`config.mk`:
```
export PLATFORM = sky130hd
export DESIGN_NAME = source_char_tokenizer_core
export DESIGN_NICKNAME = d
export VERILOG_FILES = /design/src/sct_pkg.sv /design/src/sct_front.sv /design/src/sct_queue.sv /design/src/sct_back.sv /design/src/source_char_tokenizer_core.sv
export SDC_FILE = /design/constraint.sdc
export NUM_CORES = 1
export LEC_CHECK = 0
export BUFFER_PORTS_ARGS = -buffer_cell sky130_fd_sc_hd__buf_2
export CAP_MARGIN = 20
export CELL_PAD_IN_SITES_DETAIL_PLACEMENT = 2
export CELL_PAD_IN_SITES_GLOBAL_PLACEMENT = 2
export CORE_UTILIZATION = 50
export DETAILED_ROUTE_END_ITERATION = 12
export MAX_ROUTING_LAYER = met4
export PLACE_DENSITY = 0.83
export REMOVE_ABC_BUFFERS = 1
export SYNTH_ARGS = -nofsm -noshare
export SYNTH_HDL_FRONTEND = slang
export SYNTH_SLANG_ARGS = --single-unit
```
`constraint.sdc`:
```
create_clock -name clk -period 15 [get_ports clk]
set_input_delay 0 -clock clk [delete_from_list [all_inputs] [get_ports clk]]
set_output_delay 0 -clock clk [all_outputs]
set_load 0.01 [all_outputs]
```
`src/sct_pkg.sv`:
```
`default_nettype none
// ----------------------------------------------------------------------------
// sct_pkg
// Shared constants, token kind codes and character classes for the source
// character tokenizer.
// ----------------------------------------------------------------------------
package sct_pkg;

  localparam int POSITION_BITS_DEF = 16;
  localparam int QUEUE_DEPTH_DEF   = 4;
  localparam int OUT_BITS          = 16;
  localparam int KIND_BITS         = 5;

  localparam logic [KIND_BITS-1:0] KIND_IDENT   = 5'd0;
  localparam logic [KIND_BITS-1:0] KIND_INT     = 5'd1;
  localparam logic [KIND_BITS-1:0] KIND_EQ      = 5'd2;
  localparam logic [KIND_BITS-1:0] KIND_PLUS    = 5'd3;
  localparam logic [KIND_BITS-1:0] KIND_MINUS   = 5'd4;
  localparam logic [KIND_BITS-1:0] KIND_STAR    = 5'd5;
  localparam logic [KIND_BITS-1:0] KIND_CARET   = 5'd6;
  localparam logic [KIND_BITS-1:0] KIND_SLASH   = 5'd7;
  localparam logic [KIND_BITS-1:0] KIND_GT      = 5'd8;
  localparam logic [KIND_BITS-1:0] KIND_LT      = 5'd9;
  localparam logic [KIND_BITS-1:0] KIND_COLON   = 5'd10;
  localparam logic [KIND_BITS-1:0] KIND_BANG    = 5'd11;
  localparam logic [KIND_BITS-1:0] KIND_DOT     = 5'd12;
  localparam logic [KIND_BITS-1:0] KIND_COMMA   = 5'd13;
  localparam logic [KIND_BITS-1:0] KIND_SEMI    = 5'd14;
  localparam logic [KIND_BITS-1:0] KIND_BRACE   = 5'd15;
  localparam logic [KIND_BITS-1:0] KIND_PAREN   = 5'd16;
  localparam logic [KIND_BITS-1:0] KIND_BRACKET = 5'd17;
  localparam logic [KIND_BITS-1:0] KIND_NEWLINE = 5'd18;
  localparam logic [KIND_BITS-1:0] KIND_END     = 5'd19;
  localparam logic [KIND_BITS-1:0] KIND_INVALID = 5'd20;
  localparam logic [KIND_BITS-1:0] KIND_NONE    = 5'd31;

  localparam logic [7:0] CH_NEWLINE = 8'h0A;
  localparam logic [7:0] CH_TAB     = 8'h09;
  localparam logic [7:0] CH_SPACE   = 8'h20;

  function automatic logic is_letter(input logic [7:0] c);
    return (c >= 8'h61 && c <= 8'h7A) || (c >= 8'h41 && c <= 8'h5A);
  endfunction

  function automatic logic is_digit(input logic [7:0] c);
    return c >= 8'h30 && c <= 8'h39;
  endfunction

  function automatic logic [KIND_BITS-1:0] symbol_kind(input logic [7:0] c);
    case (c)
      8'h3D:        return KIND_EQ;      // =
      8'h2B:        return KIND_PLUS;    // +
      8'h2D:        return KIND_MINUS;   // -
      8'h2A:        return KIND_STAR;    // *
      8'h5E:        return KIND_CARET;   // ^
      8'h2F:        return KIND_SLASH;   // /
      8'h3E:        return KIND_GT;      // >
      8'h3C:        return KIND_LT;      // <
      8'h3A:        return KIND_COLON;   // :
      8'h21:        return KIND_BANG;    // !
      8'h2E:        return KIND_DOT;     // .
      8'h2C:        return KIND_COMMA;   // ,
      8'h3B:        return KIND_SEMI;    // ;
      8'h7B, 8'h7D: return KIND_BRACE;
      8'h28, 8'h29: return KIND_PAREN;
      8'h5B, 8'h5D: return KIND_BRACKET;
      CH_NEWLINE:   return KIND_NEWLINE;
      default:      return KIND_NONE;
    endcase
  endfunction

endpackage
`default_nettype wire

```
`src/sct_front.sv`:
```
`default_nettype none
// ----------------------------------------------------------------------------
// sct_front
// Accepts source bytes, tracks line, column and the open word, and turns each
// byte into at most one job record naming the tokens it causes.
// ----------------------------------------------------------------------------
module sct_front #(
  parameter int POSITION_BITS = sct_pkg::POSITION_BITS_DEF,
  parameter int JOB_W         = 1
) (
  input  wire logic             clk,
  input  wire logic             rst,
  input  wire logic             in_valid,
  output logic                  in_ready,
  input  wire logic [7:0]       source_byte,
  input  wire logic             end_of_source,
  input  wire logic             q_full,
  output logic                  push,
  output logic [JOB_W-1:0]      push_data
);
  import sct_pkg::*;

  localparam int P = POSITION_BITS;

  typedef struct packed {
    logic                 has_word;
    logic                 word_ident;
    logic [P-1:0]         word_line;
    logic [P-1:0]         word_col;
    logic [P-1:0]         word_len;
    logic                 has_sym;
    logic [KIND_BITS-1:0] sym_kind;
    logic [P-1:0]         sym_line;
    logic [P-1:0]         sym_col;
    logic [7:0]           sym_char;
    logic                 has_end;
    logic [P-1:0]         end_line;
    logic [P-1:0]         end_col;
  } job_t;

  function automatic logic [P-1:0] sat_inc(input logic [P-1:0] v);
    return (v == '1) ? v : v + P'(1);
  endfunction

  logic         word_open, word_open_next;
  logic         word_ident, word_ident_next;
  logic [P-1:0] word_col, word_col_next;
  logic [P-1:0] word_line, word_line_next;
  logic [P-1:0] word_len, word_len_next;
  logic [P-1:0] cur_line, cur_line_next;
  logic [P-1:0] cur_col, cur_col_next;
  logic         halted, halted_next;

  logic                 fire, nl, alnum, bad;
  logic [P-1:0]         line_now, col_now, col_inc;
  logic [KIND_BITS-1:0] kind;
  job_t                 job;

  // a halted block keeps draining input without a word
  assign in_ready = halted | ~q_full;
  assign fire     = in_valid & in_ready & ~halted;

  always_comb begin
    nl       = (source_byte == CH_NEWLINE);
    alnum    = is_letter(source_byte) | is_digit(source_byte);
    kind     = symbol_kind(source_byte);
    line_now = nl ? sat_inc(cur_line) : cur_line;
    col_now  = nl ? '0 : cur_col;
    col_inc  = sat_inc(col_now);
    bad      = 1'b0;

    word_open_next  = word_open;
    word_ident_next = word_ident;
    word_col_next   = word_col;
    word_line_next  = word_line;
    word_len_next   = word_len;
    cur_line_next   = line_now;
    cur_col_next    = col_inc;
    halted_next     = halted;
    job             = '0;

    if (alnum) begin
      if (!word_open) begin
        word_open_next  = 1'b1;
        word_ident_next = is_letter(source_byte);
        word_col_next   = col_now;
        word_line_next  = line_now;
        word_len_next   = P'(1);
      end else begin
        word_len_next = sat_inc(word_len);
      end
    end else begin
      // flush the open word before the character itself
      if (word_open) begin
        job.has_word   = 1'b1;
        job.word_ident = word_ident;
        job.word_line  = word_line;
        job.word_col   = word_col;
        job.word_len   = word_len;
      end
      word_open_next = 1'b0;
      word_len_next  = '0;
      if (source_byte != CH_SPACE && source_byte != CH_TAB) begin
        job.has_sym  = 1'b1;
        job.sym_line = line_now;
        job.sym_col  = col_now;
        job.sym_char = source_byte;
        if (kind == KIND_NONE) begin
          bad          = 1'b1;
          job.sym_kind = KIND_INVALID;
          halted_next  = 1'b1;
        end else begin
          job.sym_kind = kind;
        end
      end
    end

    if (end_of_source && !bad) begin
      if (word_open_next) begin
        job.has_word   = 1'b1;
        job.word_ident = word_ident_next;
        job.word_line  = word_line_next;
        job.word_col   = word_col_next;
        job.word_len   = word_len_next;
      end
      job.has_end  = 1'b1;
      job.end_line = line_now;
      job.end_col  = col_inc;
      // start a new source
      word_open_next  = 1'b0;
      word_ident_next = 1'b0;
      word_col_next   = '0;
      word_line_next  = P'(1);
      word_len_next   = '0;
      cur_line_next   = P'(1);
      cur_col_next    = '0;
    end
  end

  assign push      = fire & (job.has_word | job.has_sym | job.has_end);
  assign push_data = JOB_W'(job);

  always_ff @(posedge clk) begin
    if (rst) begin
      word_open  <= 1'b0;
      word_ident <= 1'b0;
      word_col   <= '0;
      word_line  <= P'(1);
      word_len   <= '0;
      cur_line   <= P'(1);
      cur_col    <= '0;
      halted     <= 1'b0;
    end else if (fire) begin
      word_open  <= word_open_next;
      word_ident <= word_ident_next;
      word_col   <= word_col_next;
      word_line  <= word_line_next;
      word_len   <= word_len_next;
      cur_line   <= cur_line_next;
      cur_col    <= cur_col_next;
      halted     <= halted_next;
    end
  end

endmodule
`default_nettype wire

```
`src/sct_queue.sv`:
```
`default_nettype none
// ----------------------------------------------------------------------------
// sct_queue
// Small job queue between the front and back parts.
// ----------------------------------------------------------------------------
module sct_queue #(
  parameter int WIDTH = 1,
  parameter int DEPTH = sct_pkg::QUEUE_DEPTH_DEF
) (
  input  wire logic             clk,
  input  wire logic             rst,
  input  wire logic             push,
  input  wire logic [WIDTH-1:0] push_data,
  output logic                  full,
  input  wire logic             pop,
  output logic [WIDTH-1:0]      pop_data,
  output logic                  empty
);
  localparam int PTR_W = (DEPTH > 1) ? $clog2(DEPTH) : 1;
  localparam int CNT_W = $clog2(DEPTH + 1);

  logic [WIDTH-1:0] slots [DEPTH];
  logic [PTR_W-1:0] wr_ptr, rd_ptr;
  logic [CNT_W-1:0] count;

  function automatic logic [PTR_W-1:0] wrap_inc(input logic [PTR_W-1:0] p);
    return (p == PTR_W'(DEPTH - 1)) ? '0 : p + PTR_W'(1);
  endfunction

  assign full     = (count == CNT_W'(DEPTH));
  assign empty    = (count == '0);
  assign pop_data = slots[rd_ptr];

  always_ff @(posedge clk) begin
    if (push) begin
      slots[wr_ptr] <= push_data;
    end
  end

  always_ff @(posedge clk) begin
    if (rst) begin
      wr_ptr <= '0;
      rd_ptr <= '0;
      count  <= '0;
    end else begin
      if (push) begin
        wr_ptr <= wrap_inc(wr_ptr);
      end
      if (pop) begin
        rd_ptr <= wrap_inc(rd_ptr);
      end
      if (push && !pop) begin
        count <= count + CNT_W'(1);
      end else if (pop && !push) begin
        count <= count - CNT_W'(1);
      end
    end
  end

endmodule
`default_nettype wire

```
`src/sct_back.sv`:
```
`default_nettype none
// ----------------------------------------------------------------------------
// sct_back
// Expands the job at the head of the queue into its tokens, one per cycle while
// out_ready holds, into a registered output stage.
// ----------------------------------------------------------------------------
module sct_back #(
  parameter int POSITION_BITS = sct_pkg::POSITION_BITS_DEF,
  parameter int JOB_W         = 1
) (
  input  wire logic                           clk,
  input  wire logic                           rst,
  input  wire logic                           q_empty,
  input  wire logic [JOB_W-1:0]               head_data,
  output logic                                pop,
  output logic                                out_valid,
  input  wire logic                           out_ready,
  output logic [sct_pkg::KIND_BITS-1:0]       token_kind,
  output logic [sct_pkg::OUT_BITS-1:0]        token_line,
  output logic [sct_pkg::OUT_BITS-1:0]        token_column,
  output logic [sct_pkg::OUT_BITS-1:0]        token_length,
  output logic [7:0]                          token_char,
  output logic                                last_result
);
  import sct_pkg::*;

  localparam int P = POSITION_BITS;

  typedef struct packed {
    logic                 has_word;
    logic                 word_ident;
    logic [P-1:0]         word_line;
    logic [P-1:0]         word_col;
    logic [P-1:0]         word_len;
    logic                 has_sym;
    logic [KIND_BITS-1:0] sym_kind;
    logic [P-1:0]         sym_line;
    logic [P-1:0]         sym_col;
    logic [7:0]           sym_char;
    logic                 has_end;
    logic [P-1:0]         end_line;
    logic [P-1:0]         end_col;
  } job_t;

  function automatic logic [OUT_BITS-1:0] clip(input logic [P-1:0] v);
    logic [P+OUT_BITS-1:0] w;
    w = {{OUT_BITS{1'b0}}, v};
    if (w > (P + OUT_BITS)'({OUT_BITS{1'b1}})) begin
      return '1;
    end
    return w[OUT_BITS-1:0];
  endfunction

  job_t     head;
  logic [2:0] done, avail, sel, rest;
  logic       load;

  logic [KIND_BITS-1:0] kind_sel;
  logic [P-1:0]         line_sel, col_sel, len_sel;
  logic [7:0]           char_sel;

  assign head  = job_t'(head_data);
  assign avail = {head.has_end, head.has_sym, head.has_word} & ~done;

  // word first, then the character token, then the end token
  always_comb begin
    sel      = '0;
    kind_sel = KIND_END;
    line_sel = head.end_line;
    col_sel  = head.end_col;
    len_sel  = '0;
    char_sel = '0;
    if (avail[0]) begin
      sel      = 3'b001;
      kind_sel = head.word_ident ? KIND_IDENT : KIND_INT;
      line_sel = head.word_line;
      col_sel  = head.word_col;
      len_sel  = head.word_len;
    end else if (avail[1]) begin
      sel      = 3'b010;
      kind_sel = head.sym_kind;
      line_sel = head.sym_line;
      col_sel  = head.sym_col;
      len_sel  = P'(1);
      char_sel = head.sym_char;
    end else if (avail[2]) begin
      sel = 3'b100;
    end
    rest = avail & ~sel;
  end

  assign load = ~q_empty & (~out_valid | out_ready);
  assign pop  = load & (rest == '0);

  always_ff @(posedge clk) begin
    if (rst) begin
      done      <= '0;
      out_valid <= 1'b0;
    end else begin
      if (load) begin
        out_valid <= 1'b1;
        done      <= (rest == '0) ? '0 : (done | sel);
      end else if (out_ready) begin
        out_valid <= 1'b0;
      end
    end
  end

  always_ff @(posedge clk) begin
    if (load) begin
      token_kind   <= kind_sel;
      token_line   <= clip(line_sel);
      token_column <= clip(col_sel);
      token_length <= clip(len_sel);
      token_char   <= char_sel;
      last_result  <= (rest == '0);
    end
  end

endmodule
`default_nettype wire

```
`src/source_char_tokenizer_core.sv`:
```
`default_nettype none
// ----------------------------------------------------------------------------
// source_char_tokenizer_core
// Byte-stream lexical tokenizer: words, integers, operator and symbol tokens,
// an end token per source and an invalid token that halts until reset.
// ----------------------------------------------------------------------------
//   channel  | handshake             | payload
//   ---------+-----------------------+--------------------------------------
//   input    | in_valid / in_ready   | source_byte, end_of_source
//   output   | out_valid / out_ready | token_kind, token_line, token_column,
//            |                       | token_length, token_char, last_result
//
// One byte is accepted per cycle while the queue has room; its job enters
// the queue the same edge. The back part delivers one token per cycle while
// out_ready holds, so a byte that causes two or three tokens holds the back
// part until all are out; the job queue (QUEUE_DEPTH entries) absorbs that,
// and input stalls only when it is full. Reset is synchronous and clears
// position, word and halt state; after an invalid byte input keeps being
// accepted and dropped until reset.
// ----------------------------------------------------------------------------
module source_char_tokenizer_core #(
  parameter int POSITION_BITS = sct_pkg::POSITION_BITS_DEF,
  parameter int QUEUE_DEPTH   = sct_pkg::QUEUE_DEPTH_DEF
) (
  input  wire logic                          clk,
  input  wire logic                          rst,
  input  wire logic                          in_valid,
  output logic                               in_ready,
  input  wire logic [7:0]                    source_byte,
  input  wire logic                          end_of_source,
  output logic                               out_valid,
  input  wire logic                          out_ready,
  output logic [sct_pkg::KIND_BITS-1:0]      token_kind,
  output logic [sct_pkg::OUT_BITS-1:0]       token_line,
  output logic [sct_pkg::OUT_BITS-1:0]       token_column,
  output logic [sct_pkg::OUT_BITS-1:0]       token_length,
  output logic [7:0]                         token_char,
  output logic                               last_result
);
  import sct_pkg::*;

  // three has flags, the word kind bit, kind, char, and seven position fields
  localparam int JOB_W = 4 + KIND_BITS + 8 + 7 * POSITION_BITS;

  logic             push, pop, q_full, q_empty;
  logic [JOB_W-1:0] push_data, head_data;

  sct_front #(
    .POSITION_BITS(POSITION_BITS),
    .JOB_W        (JOB_W)
  ) u_front (
    .clk          (clk),
    .rst          (rst),
    .in_valid     (in_valid),
    .in_ready     (in_ready),
    .source_byte  (source_byte),
    .end_of_source(end_of_source),
    .q_full       (q_full),
    .push         (push),
    .push_data    (push_data)
  );

  sct_queue #(
    .WIDTH(JOB_W),
    .DEPTH(QUEUE_DEPTH)
  ) u_queue (
    .clk      (clk),
    .rst      (rst),
    .push     (push),
    .push_data(push_data),
    .full     (q_full),
    .pop      (pop),
    .pop_data (head_data),
    .empty    (q_empty)
  );

  sct_back #(
    .POSITION_BITS(POSITION_BITS),
    .JOB_W        (JOB_W)
  ) u_back (
    .clk         (clk),
    .rst         (rst),
    .q_empty     (q_empty),
    .head_data   (head_data),
    .pop         (pop),
    .out_valid   (out_valid),
    .out_ready   (out_ready),
    .token_kind  (token_kind),
    .token_line  (token_line),
    .token_column(token_column),
    .token_length(token_length),
    .token_char  (token_char),
    .last_result (last_result)
  );

endmodule
`default_nettype wire
```
==> out/qor.yml <==
synth_ff_type: "edfxtp_1"
gp_congestion: 0.809
synth-edff-count: 578
post-route-period-util_pct: 33.4
syn_area_mm2: 0.0276
cts_num_sinks: 674
syn_avg_cell_area_um2: 15.5
synthArstFlopShare_pct: 0
holdPathStages: 2
die_h_um: 237
ys_seq_area_share_pct: 69.8
setup_viol: 0
r2r_end: "u_queue.count[2]$_SDFFE_PP0P_"
netlist.area_leader.share_pct: 62.8
antenna_found_initial: 0
final_net_count: 1875
synth_cells: 1778
synth.distinct_cells: 72
rrSetupSlack_ns: 10.38
period_needed_ns: 5.01
cts_root_buffer: "clkbuf_16"
wl_per_cell_um: 34.8
outcome: "finished clean"
slew_headroom_pct: 25.1
clockBufferDepth: 3
clk_pin_slew_worst_paths_ns: 0.07
fp.dieW_um: 237
worstPathRequired_ns: 15.23
drc: 0
synth_warnings: 0
start_util_pct: 50.9
drt_pass1_iterations: 5
drive_above_1_share_pct: 19.0
portBuffers: 76
routed_wl_um: 90500
power_leakage_uw: 0.0101
fin_skew_ns: 0.0319
grt-ovfl-total: 0
hpwl_um: 50200
core_mm2: 0.0542
slowest_delay_ns: 0.99
worstSetupPathType: "primary input to register"
crit_chain: "dlygate4sd3_1 > buf_2 > nor3b_1 > o211ai_1 > and2_1 > o21ai_0 > a21oi_1 > and2_4 > buf_4"
cts_tree: "done"
cts_resized: 0
yosys.area.top_type: "edfxtp_1"
worstHoldEndpoint: "u_queue.slots[0][37]$_DFFE_PP_"
power_per_cell_area_mw_per_mm2: 168
drt_iter0_markers: 1530
antenna_left: 0
utilization_pct: 57.3
antennaDiodeCount: 0
insertion_delay_ns: 0.64
hp-start: "source_byte[4]"
tightest_slew_ns: 1.12
worst-path-max-fanout: 65
via_count: 17400
rows: 85
grt_max_degree: 70
crit_arrival_ns: 5.24
vias_per_cell: 6.67
cts_buffers: 71
htree_levels: 3
rsz0062_at_grt: "no"
area_growth_pct: 12.6
hold_viol: 0
slew_viol_final: 0
synth_area_leaders: "edfxtp_1 (63%), mux4_2 (10%), dfxtp_1 (7.0%), nand2_1 (2.2%), nor2_1 (1.8%)"
r2r_cells: 12
track_usage_pct: 33.8
cap_viol_max_count: 0
ir_drop_mv: 0.170
min_path_type: "primary input to register"
fmax_mhz: 199
die_area_mm2: 0.0562
grt_pass1_vias: 19200
io_pins: 77
critPathSlowestCell: "and2_4"
setup.worst_path.start_class: "primary input"
grt_pass1_wl_um: 133000
synth_seq_cells: 674
fin_setup_tns_ns: 0
worstSetupEndpointType: "register"
==> worst max-delay path by stage <==
stage,from,slack [ns],to
2_1_floorplan,register,5.73,u_back.token_kind[0]$_DFFE_PP_
3_3_place_gp,source_byte[1],9.98,u_queue.slots[2][124]$_DFFE_PP_
3_5_place_dp,source_byte[1],9.67,u_queue.slots[2][124]$_DFFE_PP_
4_1_cts,source_byte[5],10.03,u_queue.slots[2][124]$_DFFE_PP_
5_1_grt,source_byte[5],9.84,u_queue.slots[2][124]$_DFFE_PP_
6_report,source_byte[5],9.99,u_queue.slots[2][124]$_DFFE_PP_
==> through the flow <==
stage	worst slack (ns)	hold WS [ns]	total power, µW	cells	cell area, µm²
2_1_floorplan	5.73	0.0691	3070	1666	27200
4_1_cts	10.03	0.00811	5270	2604	31100
6_report	9.99	0.0497	5240	2605	31100
3_5_place_dp	9.67	0.367	3440	2469	28700
5_1_grt	9.84	0.0384	5390	2605	31100
3_3_place_gp	9.98	0.347	3350	2468	28700
==> cell usage after synthesis (17+ instances only) <==
master and n:
buf_1 19, nor2_1 130, clkbuf_1 78, o2bb2ai_1 31, mux4_2 128, inv_1 17, a21oi_1 57, nand3_1 23
and2_1 24, nand2_1 164, mux2i_1 40, dfxtp_1 96, a31oi_1 17, nor3_1 32, o21ai_0 86, edfxtp_1 578
==> cell families after synthesis <==
logic type                 count (synthesis)  share of synthesized area [%]
AOI/OAI and AO/OA                        255                           5.88
adders and majority gates                 11                          0.516
xor gates and xnor gates                  28                          0.888
DFF                                      674                           69.8
and+or+nand+nor                          507                           9.00
buffers and inverters                    131                           1.87
muxes                                    172                           12.0
==> power by group <==
part	switching (µW)	internal (µW)	total, µW
clock	763	1050	1810
combinational	650	381	1030
sequential	102	2300	2400
==> layout make-up <==
type                    instances  area, µm²
clock buffers                 107       2080
inverters                      19       71.3
fillers                      4701      23100
well taps                     696        871
multi-input cells             973       7870
clock inverters                23        246
flip-flops and latches        674      19300
repair buffers                113        679
==> repair_timing <==
action                                 4_1_cts  5_1_grt
setup buffers                                0        0
endpoints found under the hold margin       14        0
setup endpoints to repair                    0        0
hold buffers                                 5        0
==> worst max-delay path: cells and delay by family <==
family	cells	cell delay, ns
AND/OR/NAND/NOR	3	1.97
AO/OA/AOI/OAI	3	1.43
buffers and inverters	3	1.69
==> routing by layer <==
metal / track usage (%) / wire length, µm
met4: 15.5 / 4150
met3: 5.53 / 5130
met2: 56.8 / 46900
met1: 40.2 / 34300
met5: - / 0
==> registers in the layout, indices dropped and copies added (netlist names), 3 cells and up, named ones only <==
signal               cells
u_back.token_column     16
u_queue.count            3
u_queue.slots          516
u_back.done              3
u_back.token_length     16
u_back.token_line       16
u_front.word_len        16
u_front.word_col        16
u_front.cur_line        16
u_front.word_line       16
u_back.token_char        8
u_back.token_kind        5
u_front.cur_col         16
==> cells in the final DEF, fill, tap and decap left out, drive strengths merged, types with 16 or more instances in the layout <==
cell type,count
clkbuf,107
a31oi,17
nor2b,16
o21ai,88
and2,24
nand3,23
buf,108
edfxtp,578
a21oi,57
o2bb2ai,31
nor2,130
nor3,32
mux4,128
dfxtp,96
nand2,165
inv,22
mux2i,40
Note: power is estimated with default switching activity, not from simulation.
